### config.mk
export PLATFORM = sky130hd
export DESIGN_NAME = accel_dead_reckon_integrator_core_flat
export DESIGN_NICKNAME = d
export VERILOG_FILES = /design/src/hdl/adri_pkg.sv /design/src/hdl/adri_in_if.sv /design/src/hdl/adri_out_if.sv /design/src/hdl/accel_dead_reckon_integrator_core.sv /design/src/flat_wrapper.sv
export SDC_FILE = /design/constraint.sdc
export NUM_CORES = 2
export LEC_CHECK = 0
export ABC_AREA = 0
export BUFFER_PORTS_ARGS = -buffer_cell sky130_fd_sc_hd__buf_4
export CAP_MARGIN = 20
export CORE_MARGIN = 2
export CORE_UTILIZATION = 60
export DETAILED_ROUTE_END_ITERATION = 12
export PLACE_DENSITY = 0.75
export SLEW_MARGIN = 20
export SYNTH_ARGS = -nofsm -noshare
export SYNTH_HDL_FRONTEND = slang
export SYNTH_SLANG_ARGS = --single-unit
### constraint.sdc
create_clock -name clk -period 16.9 [get_ports clk]
set_clock_uncertainty 0.15 [all_clocks]
set_input_delay 3.38 -clock clk [delete_from_list [all_inputs] [get_ports clk]]
set_output_delay 3.38 -clock clk [all_outputs]
set_load 0.03 [all_outputs]
### src/hdl/adri_pkg.sv
// ----------------------------------------------------------------------------
// adri_pkg
// Shared widths, codes and reset values for the one-axis accelerometer
// dead-reckoning integrator.
// ----------------------------------------------------------------------------
`timescale 1ns / 1ps

package adri_pkg;

  localparam int RAW_W      = 16;
  localparam int TIME_W     = 32;
  localparam int VEL_W      = 48;
  localparam int PEAK_W     = 47;
  localparam int DZ_W       = 15;
  localparam int GAIN_W     = 24;
  localparam int CFG_IDX_W  = 2;
  localparam int CFG_DATA_W = 24;
  localparam int CAL_CNT_W  = 7;
  localparam int CAL_SUM_W  = 24;
  localparam int OFFSET_W   = 17;
  localparam int ACCEL_W    = 18;
  localparam int PROD_W     = 56;
  localparam int ACC_W      = 104;
  localparam int DV_SHIFT   = 24;
  localparam int DD_SHIFT   = 40;

  typedef enum logic [1:0] {
    ST_CAL    = 2'd0,
    ST_STILL  = 2'd1,
    ST_MOVING = 2'd2,
    ST_DONE   = 2'd3
  } status_t;

  localparam logic [CFG_IDX_W-1:0] REG_DEADZONE   = 2'd0;
  localparam logic [CFG_IDX_W-1:0] REG_ACCEL_GAIN = 2'd1;
  localparam logic [CFG_IDX_W-1:0] REG_TIME_RECIP = 2'd2;

  localparam logic [DZ_W-1:0]   DEADZONE_RST = 15'd1638;
  localparam logic [GAIN_W-1:0] GAIN_RST     = 24'd168531;
  localparam logic [GAIN_W-1:0] RECIP_RST    = 24'd1099512;

  localparam logic [VEL_W-1:0]  VEL_MAX  = {1'b0, {(VEL_W-1){1'b1}}};
  localparam logic [VEL_W-1:0]  VEL_MIN  = {1'b1, {(VEL_W-1){1'b0}}};
  localparam logic [PEAK_W-1:0] PEAK_MAX = {PEAK_W{1'b1}};

endpackage

### src/hdl/adri_in_if.sv
// ----------------------------------------------------------------------------
// adri_in_if
// Sample channel: raw acceleration, read status and timestamp.
// ----------------------------------------------------------------------------
`timescale 1ns / 1ps

interface adri_in_if import adri_pkg::*; ();
  logic                     valid;
  logic                     ready;
  logic signed [RAW_W-1:0]  raw_accel;
  logic                     sample_ok;
  logic [TIME_W-1:0]        time_us;

  modport source (output valid, raw_accel, sample_ok, time_us, input ready);
  modport sink   (input valid, raw_accel, sample_ok, time_us, output ready);
endinterface

### src/hdl/adri_out_if.sv
// ----------------------------------------------------------------------------
// adri_out_if
// Result channel: status, velocity, distance and peak speed.
// ----------------------------------------------------------------------------
`timescale 1ns / 1ps

interface adri_out_if import adri_pkg::*; ();
  logic                     valid;
  logic                     ready;
  status_t                  status;
  logic signed [VEL_W-1:0]  velocity;
  logic signed [VEL_W-1:0]  distance;
  logic [PEAK_W-1:0]        peak_speed;

  modport source (output valid, status, velocity, distance, peak_speed, input ready);
  modport sink   (input valid, status, velocity, distance, peak_speed, output ready);
endinterface

### src/hdl/accel_dead_reckon_integrator_core.sv
// ----------------------------------------------------------------------------
// accel_dead_reckon_integrator_core
// One-axis accelerometer zero calibration, deadzone and double integration.
// ----------------------------------------------------------------------------
`timescale 1ns / 1ps

// The first CAL_SAMPLES transactions calibrate the zero offset and return
// status 0; every later transaction returns one result with status still,
// moving or move complete. Work runs through a single 32x24 multiplier and
// one 104-bit accumulator under a small sequencer, one transaction at a time.
// The last calibration transaction also forms the rounded offset (one pass of
// the multiplier by the reciprocal of the sample count); a still or
// move-complete transaction goes from the deadzone check straight to output;
// a moving transaction makes two passes of seven multiplier steps (velocity
// step, then distance step). The result sits in an output register,
// so the next transaction is accepted while it waits to be taken.

module accel_dead_reckon_integrator_core import adri_pkg::*; #(
  parameter int CAL_SAMPLES = 100
) (
  input  logic                  clk,
  input  logic                  rst_n,
  adri_in_if.sink               in_ch,
  adri_out_if.source            out_ch,
  input  logic                  cfg_we,
  input  logic [CFG_IDX_W-1:0]  cfg_index,
  input  logic [CFG_DATA_W-1:0] cfg_wdata
);

  localparam logic [CAL_CNT_W-1:0] CAL_N     = CAL_CNT_W'(CAL_SAMPLES);
  localparam logic [CAL_SUM_W-1:0] CAL_HALF  = CAL_SUM_W'(CAL_SAMPLES / 2);
  localparam int                   CAL_SHIFT = 30;
  localparam logic [31:0]          CAL_RECIP =
    32'((2**CAL_SHIFT + CAL_SAMPLES - 1) / CAL_SAMPLES);

  typedef enum logic [3:0] {
    S_IDLE, S_DPREP, S_DIV, S_DFIN, S_CHK, S_MUL,
    S_SCALE, S_VADD, S_VMAG, S_DADD, S_OUT
  } state_t;

  function automatic logic [VEL_W-1:0] sat_add(input logic [VEL_W-1:0] x,
                                               input logic [VEL_W-1:0] y);
    logic [VEL_W:0] s;
    s = {x[VEL_W-1], x} + {y[VEL_W-1], y};
    if (s[VEL_W] != s[VEL_W-1]) begin
      sat_add = s[VEL_W] ? VEL_MIN : VEL_MAX;
    end else begin
      sat_add = s[VEL_W-1:0];
    end
  endfunction

  // control state
  state_t                 state_r, state_nxt;
  logic [CAL_CNT_W-1:0]   cal_count_r, cal_count_nxt;
  logic [CAL_SUM_W-1:0]   cal_sum_r, cal_sum_nxt;
  logic [OFFSET_W-1:0]    offset_r, offset_nxt;
  logic [TIME_W-1:0]      prev_time_r, prev_time_nxt;
  logic [ACCEL_W-1:0]     prev_accel_r, prev_accel_nxt;
  logic [VEL_W-1:0]       vel_r, vel_nxt;
  logic [VEL_W-1:0]       dist_r, dist_nxt;
  logic [PEAK_W-1:0]      peak_r, peak_nxt;
  logic [DZ_W-1:0]        deadzone_r, deadzone_nxt;
  logic [GAIN_W-1:0]      gain_r, gain_nxt;
  logic [GAIN_W-1:0]      recip_r, recip_nxt;
  logic                   out_valid_r, out_valid_nxt;
  logic [2:0]             mul_cnt_r, mul_cnt_nxt;
  logic                   is_dd_r, is_dd_nxt;
  logic                   neg_r, neg_nxt;

  // datapath
  logic [TIME_W-1:0]      dt_r, dt_nxt;
  logic [CAL_SUM_W-1:0]   num_r, num_nxt;
  logic [VEL_W-1:0]       v_r, v_nxt;
  logic [PROD_W-1:0]      prod_r, prod_nxt;
  logic [PROD_W-1:0]      w_r, w_nxt;
  logic [ACC_W-1:0]       acc_r, acc_nxt;
  logic [VEL_W-1:0]       sc_r, sc_nxt;
  status_t                status_r, status_nxt;
  status_t                out_status_r, out_status_nxt;
  logic [VEL_W-1:0]       out_vel_r, out_vel_nxt;
  logic [VEL_W-1:0]       out_dist_r, out_dist_nxt;
  logic [PEAK_W-1:0]      out_peak_r, out_peak_nxt;

  // shared multiplier
  logic [1:0]             mul_idx, acc_idx;
  logic [31:0]            mul_a;
  logic [GAIN_W-1:0]      mul_b;
  logic [PROD_W-1:0]      mul_out;
  logic [6:0]             pp_sh;

  // temporaries
  logic [ACCEL_W-1:0]     amag;
  logic                   sc_ovf, sc_rem;
  logic [PEAK_W-1:0]      sc_q;
  logic [VEL_W-1:0]       sc_mag;
  logic [VEL_W-1:0]       vmag;
  logic [PEAK_W-1:0]      vabs;

  assign mul_idx = 2'(mul_cnt_r - 3'd2);
  assign acc_idx = 2'(mul_cnt_r - 3'd3);
  assign mul_a   = (state_r == S_DIV) ? CAL_RECIP :
                   (mul_cnt_r == 3'd0) ? dt_r :
                   (mul_idx[1] ? {8'd0, w_r[PROD_W-1:32]} : w_r[31:0]);
  assign mul_b   = (state_r == S_DIV) ? num_r :
                   (mul_cnt_r == 3'd0) ? (is_dd_r ? recip_r : gain_r) :
                   (mul_idx[0] ? v_r[VEL_W-1:24] : v_r[23:0]);
  assign mul_out = PROD_W'(mul_a) * PROD_W'(mul_b);
  assign pp_sh   = (acc_idx[1] ? 7'd32 : 7'd0) + (acc_idx[0] ? 7'd24 : 7'd0);

  assign in_ch.ready       = (state_r == S_IDLE);
  assign out_ch.valid      = out_valid_r;
  assign out_ch.status     = out_status_r;
  assign out_ch.velocity   = out_vel_r;
  assign out_ch.distance   = out_dist_r;
  assign out_ch.peak_speed = out_peak_r;

  always_comb begin
    state_nxt      = state_r;
    cal_count_nxt  = cal_count_r;
    cal_sum_nxt    = cal_sum_r;
    offset_nxt     = offset_r;
    prev_time_nxt  = prev_time_r;
    prev_accel_nxt = prev_accel_r;
    vel_nxt        = vel_r;
    dist_nxt       = dist_r;
    peak_nxt       = peak_r;
    deadzone_nxt   = deadzone_r;
    gain_nxt       = gain_r;
    recip_nxt      = recip_r;
    out_valid_nxt  = out_valid_r;
    mul_cnt_nxt    = mul_cnt_r;
    is_dd_nxt      = is_dd_r;
    neg_nxt        = neg_r;
    dt_nxt         = dt_r;
    num_nxt        = num_r;
    v_nxt          = v_r;
    prod_nxt       = prod_r;
    w_nxt          = w_r;
    acc_nxt        = acc_r;
    sc_nxt         = sc_r;
    status_nxt     = status_r;
    out_status_nxt = out_status_r;
    out_vel_nxt    = out_vel_r;
    out_dist_nxt   = out_dist_r;
    out_peak_nxt   = out_peak_r;

    amag      = prev_accel_r[ACCEL_W-1] ? (ACCEL_W'(0) - prev_accel_r) : prev_accel_r;
    if (is_dd_r) begin
      sc_ovf = |acc_r[ACC_W-1:DD_SHIFT+PEAK_W];
      sc_q   = acc_r[DD_SHIFT+PEAK_W-1:DD_SHIFT];
      sc_rem = |acc_r[DD_SHIFT-1:0];
    end else begin
      sc_ovf = |acc_r[ACC_W-1:DV_SHIFT+PEAK_W];
      sc_q   = acc_r[DV_SHIFT+PEAK_W-1:DV_SHIFT];
      sc_rem = |acc_r[DV_SHIFT-1:0];
    end
    sc_mag = {1'b0, sc_q} + VEL_W'(sc_rem);
    vmag   = vel_r[VEL_W-1] ? (VEL_W'(0) - vel_r) : vel_r;
    vabs   = vmag[VEL_W-1] ? PEAK_MAX : vmag[PEAK_W-1:0];

    if (out_valid_r && out_ch.ready) begin
      out_valid_nxt = 1'b0;
    end

    if (cfg_we) begin
      case (cfg_index)
        REG_DEADZONE:   deadzone_nxt = cfg_wdata[DZ_W-1:0];
        REG_ACCEL_GAIN: gain_nxt     = cfg_wdata[GAIN_W-1:0];
        REG_TIME_RECIP: recip_nxt    = cfg_wdata[GAIN_W-1:0];
        default: ;
      endcase
    end

    case (state_r)
      S_IDLE: begin
        if (in_ch.valid) begin
          prev_time_nxt = in_ch.time_us;
          if (cal_count_r < CAL_N) begin
            if (in_ch.sample_ok) begin
              cal_sum_nxt = cal_sum_r + {{(CAL_SUM_W-RAW_W){in_ch.raw_accel[RAW_W-1]}},
                                         in_ch.raw_accel};
            end
            cal_count_nxt = cal_count_r + 1'b1;
            status_nxt    = ST_CAL;
            state_nxt     = (cal_count_r == CAL_N - 1'b1) ? S_DPREP : S_OUT;
          end else begin
            dt_nxt = in_ch.time_us - prev_time_r;
            if (in_ch.sample_ok) begin
              prev_accel_nxt = {{(ACCEL_W-RAW_W){in_ch.raw_accel[RAW_W-1]}},
                                in_ch.raw_accel}
                             - {offset_r[OFFSET_W-1], offset_r};
            end
            state_nxt = S_CHK;
          end
        end
      end
      S_DPREP: begin
        num_nxt   = (cal_sum_r[CAL_SUM_W-1] ? (CAL_SUM_W'(0) - cal_sum_r) : cal_sum_r)
                  + CAL_HALF;
        state_nxt = S_DIV;
      end
      S_DIV: begin
        prod_nxt  = mul_out;
        state_nxt = S_DFIN;
      end
      S_DFIN: begin
        offset_nxt = cal_sum_r[CAL_SUM_W-1]
                   ? (OFFSET_W'(0) - prod_r[CAL_SHIFT+OFFSET_W-1:CAL_SHIFT])
                   : prod_r[CAL_SHIFT+OFFSET_W-1:CAL_SHIFT];
        state_nxt  = S_OUT;
      end
      S_CHK: begin
        if (amag[OFFSET_W-1:0] > {2'd0, deadzone_r}) begin
          v_nxt       = VEL_W'(amag[OFFSET_W-1:0]);
          neg_nxt     = prev_accel_r[ACCEL_W-1];
          is_dd_nxt   = 1'b0;
          mul_cnt_nxt = '0;
          state_nxt   = S_MUL;
        end else begin
          status_nxt = (vel_r != '0) ? ST_DONE : ST_STILL;
          state_nxt  = S_OUT;
        end
      end
      S_MUL: begin
        prod_nxt = mul_out;
        case (mul_cnt_r)
          3'd0: acc_nxt = '0;
          3'd1: w_nxt   = prod_r;
          3'd2: ;
          default: acc_nxt = acc_r + (ACC_W'(prod_r) << pp_sh);
        endcase
        mul_cnt_nxt = mul_cnt_r + 1'b1;
        if (mul_cnt_r == 3'd6) begin
          state_nxt = S_SCALE;
        end
      end
      S_SCALE: begin
        if (neg_r) begin
          sc_nxt = sc_ovf ? VEL_MIN : (VEL_W'(0) - sc_mag);
        end else begin
          sc_nxt = sc_ovf ? VEL_MAX : {1'b0, sc_q};
        end
        state_nxt = is_dd_r ? S_DADD : S_VADD;
      end
      S_VADD: begin
        vel_nxt   = sat_add(vel_r, sc_r);
        state_nxt = S_VMAG;
      end
      S_VMAG: begin
        v_nxt       = vmag;
        neg_nxt     = vel_r[VEL_W-1];
        is_dd_nxt   = 1'b1;
        mul_cnt_nxt = '0;
        if (vabs > peak_r) begin
          peak_nxt = vabs;
        end
        state_nxt = S_MUL;
      end
      S_DADD: begin
        dist_nxt   = sat_add(dist_r, sc_r);
        status_nxt = ST_MOVING;
        state_nxt  = S_OUT;
      end
      S_OUT: begin
        if (!out_valid_r || out_ch.ready) begin
          out_valid_nxt  = 1'b1;
          out_status_nxt = status_r;
          case (status_r)
            ST_CAL: begin
              out_vel_nxt  = '0;
              out_dist_nxt = '0;
              out_peak_nxt = '0;
            end
            ST_DONE: begin
              out_vel_nxt  = '0;
              out_dist_nxt = dist_r;
              out_peak_nxt = peak_r;
              vel_nxt      = '0;
              dist_nxt     = '0;
              peak_nxt     = '0;
            end
            default: begin
              out_vel_nxt  = vel_r;
              out_dist_nxt = dist_r;
              out_peak_nxt = peak_r;
            end
          endcase
          state_nxt = S_IDLE;
        end
      end
      default: state_nxt = S_IDLE;
    endcase
  end

  always_ff @(posedge clk) begin
    if (!rst_n) begin
      state_r      <= S_IDLE;
      cal_count_r  <= '0;
      cal_sum_r    <= '0;
      offset_r     <= '0;
      prev_time_r  <= '0;
      prev_accel_r <= '0;
      vel_r        <= '0;
      dist_r       <= '0;
      peak_r       <= '0;
      deadzone_r   <= DEADZONE_RST;
      gain_r       <= GAIN_RST;
      recip_r      <= RECIP_RST;
      out_valid_r  <= 1'b0;
      mul_cnt_r    <= '0;
      is_dd_r      <= 1'b0;
      neg_r        <= 1'b0;
    end else begin
      state_r      <= state_nxt;
      cal_count_r  <= cal_count_nxt;
      cal_sum_r    <= cal_sum_nxt;
      offset_r     <= offset_nxt;
      prev_time_r  <= prev_time_nxt;
      prev_accel_r <= prev_accel_nxt;
      vel_r        <= vel_nxt;
      dist_r       <= dist_nxt;
      peak_r       <= peak_nxt;
      deadzone_r   <= deadzone_nxt;
      gain_r       <= gain_nxt;
      recip_r      <= recip_nxt;
      out_valid_r  <= out_valid_nxt;
      mul_cnt_r    <= mul_cnt_nxt;
      is_dd_r      <= is_dd_nxt;
      neg_r        <= neg_nxt;
    end
  end

  always_ff @(posedge clk) begin
    dt_r         <= dt_nxt;
    num_r        <= num_nxt;
    v_r          <= v_nxt;
    prod_r       <= prod_nxt;
    w_r          <= w_nxt;
    acc_r        <= acc_nxt;
    sc_r         <= sc_nxt;
    status_r     <= status_nxt;
    out_status_r <= out_status_nxt;
    out_vel_r    <= out_vel_nxt;
    out_dist_r   <= out_dist_nxt;
    out_peak_r   <= out_peak_nxt;
  end

  a_cal_count_bound: assert property (@(posedge clk) disable iff (!rst_n)
    cal_count_r <= CAL_N)
    else $error("calibration count past limit");

  a_done_zero_vel: assert property (@(posedge clk) disable iff (!rst_n)
    (out_ch.valid && out_ch.status == ST_DONE) |-> (out_ch.velocity == '0))
    else $error("move complete transaction with nonzero velocity");

  a_cal_zero_fields: assert property (@(posedge clk) disable iff (!rst_n)
    (out_ch.valid && out_ch.status == ST_CAL) |->
    (out_ch.distance == '0 && out_ch.peak_speed == '0))
    else $error("calibration transaction with nonzero fields");

  a_mul_cnt_bound: assert property (@(posedge clk) disable iff (!rst_n)
    (state_r == S_MUL) |-> (mul_cnt_r <= 3'd6))
    else $error("multiplier step counter out of range");

  a_cal_to_out: assert property (@(posedge clk) disable iff (!rst_n)
    (in_ch.valid && in_ch.ready && cal_count_r < CAL_N - 1'b1) |=> (state_r == S_OUT))
    else $error("calibration transaction did not go straight to output");

endmodule

### src/flat_wrapper.sv
// flat-port wrapper written by rule: the top's interface ports become plain ports
module accel_dead_reckon_integrator_core_flat import adri_pkg::*;
#(
  parameter int CAL_SAMPLES = 100
)
  (clk, rst_n, cfg_we, cfg_index, cfg_wdata, in_ch_valid, in_ch_raw_accel, in_ch_sample_ok, in_ch_time_us, in_ch_ready, out_ch_valid, out_ch_status, out_ch_velocity, out_ch_distance, out_ch_peak_speed, out_ch_ready);
  adri_in_if in_ch_i ();
  adri_out_if out_ch_i ();
  input  logic clk;
  input  logic rst_n;
  input  logic cfg_we;
  input  logic [CFG_IDX_W-1:0] cfg_index;
  input  logic [CFG_DATA_W-1:0] cfg_wdata;
  input wire logic [$bits(in_ch_i.valid)-1:0] in_ch_valid;
  input wire logic [$bits(in_ch_i.raw_accel)-1:0] in_ch_raw_accel;
  input wire logic [$bits(in_ch_i.sample_ok)-1:0] in_ch_sample_ok;
  input wire logic [$bits(in_ch_i.time_us)-1:0] in_ch_time_us;
  output wire logic [$bits(in_ch_i.ready)-1:0] in_ch_ready;
  output wire logic [$bits(out_ch_i.valid)-1:0] out_ch_valid;
  output wire logic [$bits(out_ch_i.status)-1:0] out_ch_status;
  output wire logic [$bits(out_ch_i.velocity)-1:0] out_ch_velocity;
  output wire logic [$bits(out_ch_i.distance)-1:0] out_ch_distance;
  output wire logic [$bits(out_ch_i.peak_speed)-1:0] out_ch_peak_speed;
  input wire logic [$bits(out_ch_i.ready)-1:0] out_ch_ready;
  assign in_ch_i.valid = in_ch_valid;
  assign in_ch_i.raw_accel = in_ch_raw_accel;
  assign in_ch_i.sample_ok = in_ch_sample_ok;
  assign in_ch_i.time_us = in_ch_time_us;
  assign in_ch_ready = in_ch_i.ready;
  assign out_ch_valid = out_ch_i.valid;
  assign out_ch_status = out_ch_i.status;
  assign out_ch_velocity = out_ch_i.velocity;
  assign out_ch_distance = out_ch_i.distance;
  assign out_ch_peak_speed = out_ch_i.peak_speed;
  assign out_ch_i.ready = out_ch_ready;
  accel_dead_reckon_integrator_core #(.CAL_SAMPLES(CAL_SAMPLES)) u_core (.clk(clk), .rst_n(rst_n), .in_ch(in_ch_i), .out_ch(out_ch_i), .cfg_we(cfg_we), .cfg_index(cfg_index), .cfg_wdata(cfg_wdata));
endmodule
==> impl_metrics.tcl <==
set metrics [dict create \
    route.detailed.drc 0 \
    crit_start "u_core.mul_cnt_r[0]" \
    synth_seq_cells 829 \
    nNetsFinal 10300 \
    wirelength_um 271000 \
    drtPass1Iterations 8 \
    timing.rr.start "u_core.mul_cnt_r[0]" \
    synth_ff_type "edfxtp_1" \
    maxSlewViolCount 0 \
    tightest_slew_ns 1.19 \
    wl_per_cell_um 25.1 \
    syn_area_per_cell_sq_um 8.73 \
    critical_path.top_delay_family "adder cells" \
    start_util_pct 60.4 \
    grt_pass1_vias 64100 \
    period_share_pct 72.9 \
    die_area_sq_um 133000 \
    status "finished, final reports clean" \
    overflow 0 \
    cp-end-kind "flip-flop" \
    crit_fanout 60 \
    layout_commonest_cell "nand2_1" \
    ant_nets 0 \
    required_ns 17.21 \
    worstReg2RegEnd "u_core.prod_r[53]" \
    hpwl_um 215000 \
    max_stage_delay_ns 0.72 \
    yosysTopAreaCellShare_pct 19.8 \
    cts_tree "built" \
    hold_path_class "reg -> reg" \
    yosys.area.top_type "edfxtp_1" \
    crit_slowest_cell "clkinv_1" \
    worst_ep_arrival_time_ns 12.64 \
    maxSlewHeadroom_pct 20.1 \
    crit_buf_inv 7 \
    synthesis.nets 10300 \
    grt_use_total_pct 40.3 \
    ys_top_cells_by_area "edfxtp_1 20%, fa_1 17%, ha_1 9.2%" \
    grt_pass1_wl_um 400000 \
    root_buffer "clkbuf_16" \
    start_kind "flip-flop" \
    synth_seq_area_share_pct 27.8 \
    yosys.cell_types.count 82 \
    rrSetupSlack_ns 4.58 \
    cts.sink_count 829 \
    core.rowCount 132 \
    vias 67500 \
    area_delta_synth_final_pct 8.38 \
    final_hold_viol_count 0 \
    min_period_ns 12.32 \
    max_cap_viol_count 0 \
    syn_area_sq_um 78200 \
    rr_worst_depth 33 \
    crit_path_frequent_cell "fa_1" \
    clock_latency_ns 0.75 \
    crit_type "reg -> reg" \
    path_clk_slew_ns 0.06 \
    fin_area_sq_um 84700 \
    setup_viol 0 \
    post_cts_resized 0 \
    netlist_instances 8955 \
    clockBufferDepth 3 \
    ctsHoldBuffers 0 \
    core_area_sq_um 129000 \
    synth_edf_count 515 \
    rsz0062_at_grt "false" \
    crit_end "u_core.prod_r[53]" \
    grt_max_degree 93 \
    cts_buffers 93 \
    htree_levels 3 \
    gp_congestion 1.07 \
    antenna_found_initial 12 \
    postPlaceCellArea_sq_um 81500 \
    fin_tns_setup_ns 0 \
    die_w_um 365 \
    die_h_um 365 \
    final_cell_mix "1148 x nand2_1, 991 x inv_1, 947 x nor2_1" \
    yosys_warnings 0 \
    ios 227 \
    drt_iter0_drc 8159 \
    fmax_ghz 0.0812 \
    crit_cells 33 \
    port_buffers 226 \
    final_layout_size_suffix_gt1_share_pct 7.41 \
    ys_async_sr_fraction_pct 0 \
    postCtsSetupBuffers 0 \
    viasPerCell 6.25 \
]
-- worst reg2reg max path: cells and delay by family, from the launching register on --
family | cells | cell delay (ns)
buffers and inverters | 7 | 1.84
DFF | 1 | 0.67
AOI/OAI and AO/OA | 12 | 3.07
and+or+nand+nor | 5 | 1.99
adders and majority gates | 9 | 4.39
-- state kept, by name, summed over array words and instances (netlist names), 32 cells and up --
name and cells:
u_core.out_ch.peak_speed 47, u_core.acc_r 104, u_core.dt_r 32, u_core.prev_time_r 32, u_core.prod_r 56, u_core.vel_r 48
u_core.sc_r 48, u_core.out_ch.distance 48, u_core.out_ch.velocity 48, u_core.peak_r 47, u_core.v_r 48, u_core.w_r 56
u_core.dist_r 48
-- stage by stage --
stage / hold WS [ns] / utilization, % / instances / setup WS (ns)
floorplan: 0.282 / - / 8955 / 4.78
global placement: 0.288 / 62.9 / 10600 / 5.05
detailed placement: 0.294 / 62.9 / 10600 / 4.87
CTS: 0.301 / 65.4 / 10800 / 4.82
global route: 0.315 / 65.4 / 10800 / 3.94
finish: 0.300 / 65.4 / 10800 / 4.58
-- synthesized netlist by cell type, drive strengths merged (11+ instances only) --
| master | n |
|---|---|
| inv | 993 |
| or4 | 15 |
| nor2 | 960 |
| a21oi | 635 |
| mux2 | 23 |
| o21a | 62 |
| or2 | 33 |
| nor3 | 80 |
| o21ai | 405 |
| nand4 | 96 |
| a22o | 60 |
| o31ai | 46 |
| and4 | 11 |
| nand2 | 1176 |
| nand2b | 57 |
| buf | 38 |
| fa | 664 |
| a21o | 213 |
| o22ai | 11 |
| o41ai | 20 |
| or3 | 60 |
| edfxtp | 515 |
| xor2 | 192 |
| nand3 | 134 |
| and2 | 143 |
| nor4 | 36 |
| nor2b | 120 |
| a41oi | 12 |
| mux2i | 154 |
| a221oi | 15 |
| a31o | 45 |
| o21bai | 87 |
| clkbuf | 396 |
| a21boi | 26 |
| a211oi | 57 |
| and3 | 45 |
| xnor2 | 246 |
| dfxtp | 314 |
| ha | 574 |
| o211ai | 31 |
| a31oi | 31 |
-- per-layer routing --
layer	vias to the layer above	wire length, um	global-route usage (%)
met2	3796	114000	59.0
met4	8	13300	16.1
met3	679	33800	10.7
li1	30200	-	-
met5	-	43	0
met1	32800	110000	56.8
-- cell families (layout without fill, tap and decap cells) --
group / Yosys count / count (layout) / synth area share, %
muxes: 177 / 177 / 2.30
other: 0 / 5 / 0
buffers and inverters: 1428 / 1517 / 6.91
and+or+nand+nor: 2993 / 2993 / 17.0
AOI/OAI and AO/OA: 1852 / 1852 / 14.8
DFF: 829 / 829 / 27.8
adders and majority gates: 1238 / 1238 / 26.2
xor gates and xnor gates: 438 / 438 / 4.91
-- worst min path at each step --
| stage | start | endpoint | slack [ns] | cells after the start |
|---|---|---|---|---|
| floorplan | u_core.peak_r[10] | u_core.peak_r[10] | 0.28 | 2 |
| global placement | u_core.peak_r[2] | u_core.peak_r[2] | 0.29 | 2 |
| detailed placement | u_core.peak_r[22] | u_core.peak_r[22] | 0.29 | 2 |
| CTS | u_core.peak_r[3] | u_core.peak_r[3] | 0.30 | 2 |
| global route | u_core.peak_r[3] | u_core.peak_r[3] | 0.31 | 2 |
| finish | u_core.peak_r[22] | u_core.peak_r[22] | 0.30 | 2 |
-- cell type report --
class	instances	area, sq um
repair buffers	348	2610
flip-flops and latches	829	21800
multi-input cells	6698	51200
fillers	11000	44800
clock buffers	120	2490
inverters	994	3740
clock inverters	55	752
well taps	1742	2180
diodes	5	12.5
Power is left out: the tool's default activity adds up to more than one toggle a clock period on the data nets, which glitch-free logic cannot reach.
